$ cat src/rtl/olir_pkg.sv
// Shared constants, command codes and cell control type for the ordered list engine.
package olir_pkg;

    localparam int OLIR_CAPACITY = 64;
    localparam int DATA_W        = 32;
    localparam int KIND_W        = 3;
    localparam int INDEX_W       = 6;
    localparam int LEN_W         = 7;
    localparam int STAT_W        = 2;

    typedef enum logic [KIND_W-1:0] {
        K_APPEND    = 3'd0,
        K_DROP      = 3'd1,
        K_INSERT    = 3'd2,
        K_REMOVE    = 3'd3,
        K_READ      = 3'd4,
        K_OVERWRITE = 3'd5,
        K_CLEAR     = 3'd6
    } kind_t;

    localparam logic [STAT_W-1:0] ST_OK    = 2'd0;
    localparam logic [STAT_W-1:0] ST_RANGE = 2'd1;
    localparam logic [STAT_W-1:0] ST_FULL  = 2'd2;
    localparam logic [STAT_W-1:0] ST_EMPTY = 2'd3;

    // Broadcast to every cell: load the command value at the target position,
    // take the lower neighbor above it, or take the upper neighbor from it on.
    typedef struct packed {
        logic wr;
        logic up;
        logic dn;
    } cell_ctl_t;

endpackage

$ cat src/rtl/olir_cell.sv
// One list position: holds an entry and loads it from the command or a neighbor.
module olir_cell
    import olir_pkg::*;
#(
    parameter int PW  = 7,
    parameter int POS = 0
)
(
    input  logic              clk,
    input  cell_ctl_t         ctl,
    input  logic [PW-1:0]     pos,
    input  logic [DATA_W-1:0] value,
    input  logic [DATA_W-1:0] left,
    input  logic [DATA_W-1:0] right,
    output logic [DATA_W-1:0] data
);

    localparam logic [PW-1:0] MY_POS = PW'(POS);

    logic [DATA_W-1:0] data_reg;
    logic [DATA_W-1:0] data_next;

    always_comb
    begin
        data_next = data_reg;
        if (ctl.wr && (pos == MY_POS))
        begin
            data_next = value;
        end
        else if (ctl.up && (MY_POS > pos))
        begin
            data_next = left;
        end
        else if (ctl.dn && (MY_POS >= pos))
        begin
            data_next = right;
        end
    end

    always_ff @(posedge clk)
    begin
        data_reg <= data_next;
    end

    assign data = data_reg;

endmodule

$ cat config.mk
export PLATFORM = sky130hd
export DESIGN_NAME = olir_cell
export DESIGN_NICKNAME = d
export VERILOG_FILES = /design/src/rtl/olir_pkg.sv /design/src/rtl/olir_cell.sv
export SDC_FILE = /design/constraint.sdc
export NUM_CORES = 1
export LEC_CHECK = 0
export BUFFER_PORTS_ARGS = -buffer_cell sky130_fd_sc_hd__buf_2
export CORE_UTILIZATION = 37
export CTS_CLUSTER_DIAMETER = 120
export DETAILED_ROUTE_END_ITERATION = 7
export PLACE_DENSITY = 0.8
export SLEW_MARGIN = 30
export SYNTH_ARGS = -nofsm -noshare
export SYNTH_HDL_FRONTEND = slang
export SYNTH_SLANG_ARGS = --single-unit
$ cat constraint.sdc
create_clock -name clk -period 6.4 [get_ports clk]
set_clock_uncertainty 0.1 [all_clocks]
set_input_delay 0.64 -clock clk [delete_from_list [all_inputs] [get_ports clk]]
set_output_delay 0.64 -clock clk [all_outputs]
set_load 0.01 [all_outputs]
==> impl_metrics.yaml <==
logic_synthesis:
  synth_fp_nets: 179
  ys_seq_area_share_pct: 63.6
  synth_top_area_share_pct: 63.6
  syn_area_per_cell_um2: 21.0
  yosysTopAreaCell: "edfxtp_1"
  synth_area_um2: 1510
  synth-seq-cells: 32
  synthCells: 72
  synth_cell_types: 8
  ys_warn_count: 0
  synth_area_leaders: "edfxtp_1, mux2_4, buf_6"
finish:
  final_cells: 231
  largest_register_ffs: 32
  layout_common_cells: "buf_2, edfxtp_1, mux2_4"
  layout.nets: 289
  drive_gt1_share_pct: 80.9
  fill_cells: 309
  areaGrowthSynthToFinish_pct: 44.7
  num_antenna_cells: 0
  stdcell_area_um2: 2180
  final_common_cell: "buf_2"
critical_path:
  cp_max_fo: 32
  slowest_delay_ns: 0.69
  startpoint_type: "primary input"
  crit_type: "in2reg"
  cp.required_ns: 6.20
  endpoint_kind: "flop"
  path_buf_inv: 1
  crit_chain: "buf_2 -> nor4_2 -> o211ai_1 -> nor2_4"
  cpLargestDelayFamily: "simple AND/OR/NAND/NOR gates"
  worstPathArrival_ns: 1.98
  cp_slowest_cell: "nor2_4"
timing:
  worstMarginPinSlew_ns: 0.866
  maxSlewViolCount: 0
  fin_ws_ns: 4.23
  fin_crit_sh_pct: 34.0
  max_freq_mhz: 460
  setup_viol: 0
  setup-tns-final_ns: 0
  finalCriticalPeriod_ns: 2.17
  hold_viol: 0
  rsz0062_at_grt: "false"
  slew-limit-headroom_pct: 42.1
grt:
  grt_max_degree: 33
  grt_overflow: 0
  grt_pass1_vias: 929
  groute.usage.overall_pct: 14.0
  antenna_found_initial: 0
  grt_pass1_wl_um: 4240
job:
  maxCapViolCount: 0
power_and_ir_drop:
  finalPower_uw: 460
  p_clk_share_pct: 40.5
  cellLeakagePower_uw: 0.00108
  power_switching_uw: 82.7
  sequentialPowerShare_pct: 50.4
  cellInternalPower_uw: 377
  ir_worst_vdd_v: 0.000129
  p_sw_share_pct: 18.0
  combPwrFrac_pct: 9.1
  p_per_area_nw_per_um2: 210
place:
  place_area_um2: 2080
  numPortBuffers: 105
  gp_congestion: 0.609
  pre_cts_slack_ns: 3.88
  dp_cells: 223
outcome:
  run_status: "finished, final reports clean"
cts:
  cts.repair.resized: 0
  clockRootBuffer: "clkbuf_8"
  post_cts_buffers: 0
  numCtsBuffers: 5
  hold_buffers: 0
  cts_max_level: 2
  cts_tree: "built"
  cts.sinks: 32
  clkTransAtPathRegs_ns: 0.07
  clockBufferDepth: 2
floorplanning:
  core_area_um2: 3800
  die_area_um2: 4340
  start_util_pct: 39.8
  fp-row-count: 22
  die_x_um: 65.9
  die_h_um: 65.9
  ioPinCount: 139
detailed_routing:
  route.detailed.wl_per_inst_um: 12.8
  drc: 0
  drt_iter0_markers: 41
  vias: 1041
  postRouteAntennaNets: 0
  routed_via_density: 4.51
  wl_um: 2970
  dr.pass1.iters: 2
worst_hold_path:
  hp-class: "in2reg"
  worstHoldStart: "value[9]"
  hold_end: "data[9]"
  min_path_cells: 2
## layout make-up
cell class / count / area [um2] / share of cell area, %
clock inverters: 2 / 35.0 / 1.60
repair buffers: 106 / 533 / 24.4
flip-flops and latches: 32 / 961 / 44.0
multi-input cells: 37 / 523 / 23.9
clock buffers: 6 / 72.6 / 3.32
well taps: 48 / 60.1 / 2.75
## how the worst max path moves through the flow
| stage | from | end | slack [ns] | depth (start not counted) |
|---|---|---|---|---|
| global placement | pos[3] | data[2] | 3.94 | 4 |
| detailed placement | pos[3] | data[8] | 3.88 | 4 |
| finish | pos[3] | data[13] | 4.23 | 4 |
| floorplan | pos[3] | data[0] | 3.42 | 3 |
| global route | pos[3] | data[12] | 4.13 | 4 |
| CTS | pos[3] | data[8] | 4.20 | 4 |
## cells in the mapped netlist
| cell | count |
|---|---|
| edfxtp_1 | 32 |
| o211ai_1 | 1 |
| nand4b_2 | 1 |
| nor2_1 | 2 |
| nor4_2 | 1 |
| buf_6 | 3 |
| mux2_2 | 2 |
| mux2_4 | 30 |
## cells by family after synthesis
logic type	share of synthesized area [%]
compound gates	0.497
simple gates	2.32
flops	63.6
mux	31.3
buf+inv	2.24
## power by group through the flow
stage	clock, uW	combinational [uW]	sequential (uW)
2_1_floorplan	0	16.6	237
3_3_place_gp	0	40.6	236
3_5_place_dp	0	41.9	236
4_1_cts	195	42.2	232
5_1_grt	203	45.0	232
6_report	186	41.7	232
## metrics by stage
step | hold WS [ns] | util (%)
floorplan | 0.757 | -
global placement | 0.841 | 54.7
detailed placement | 0.844 | 54.7
CTS | 0.541 | 57.5
global route | 0.539 | 57.5
finish | 0.556 | 57.5
## layer usage
layer | vias to the layer above | wire length, um | track usage (%)
met5 | - | 0 | 0
met3 | 6 | 407 | 8.62
met4 | 0 | 54 | 6.52
li1 | 504 | - | -
met1 | 452 | 1120 | 13.3
met2 | 79 | 1380 | 23.7
Power figures use the tool's default switching activity.
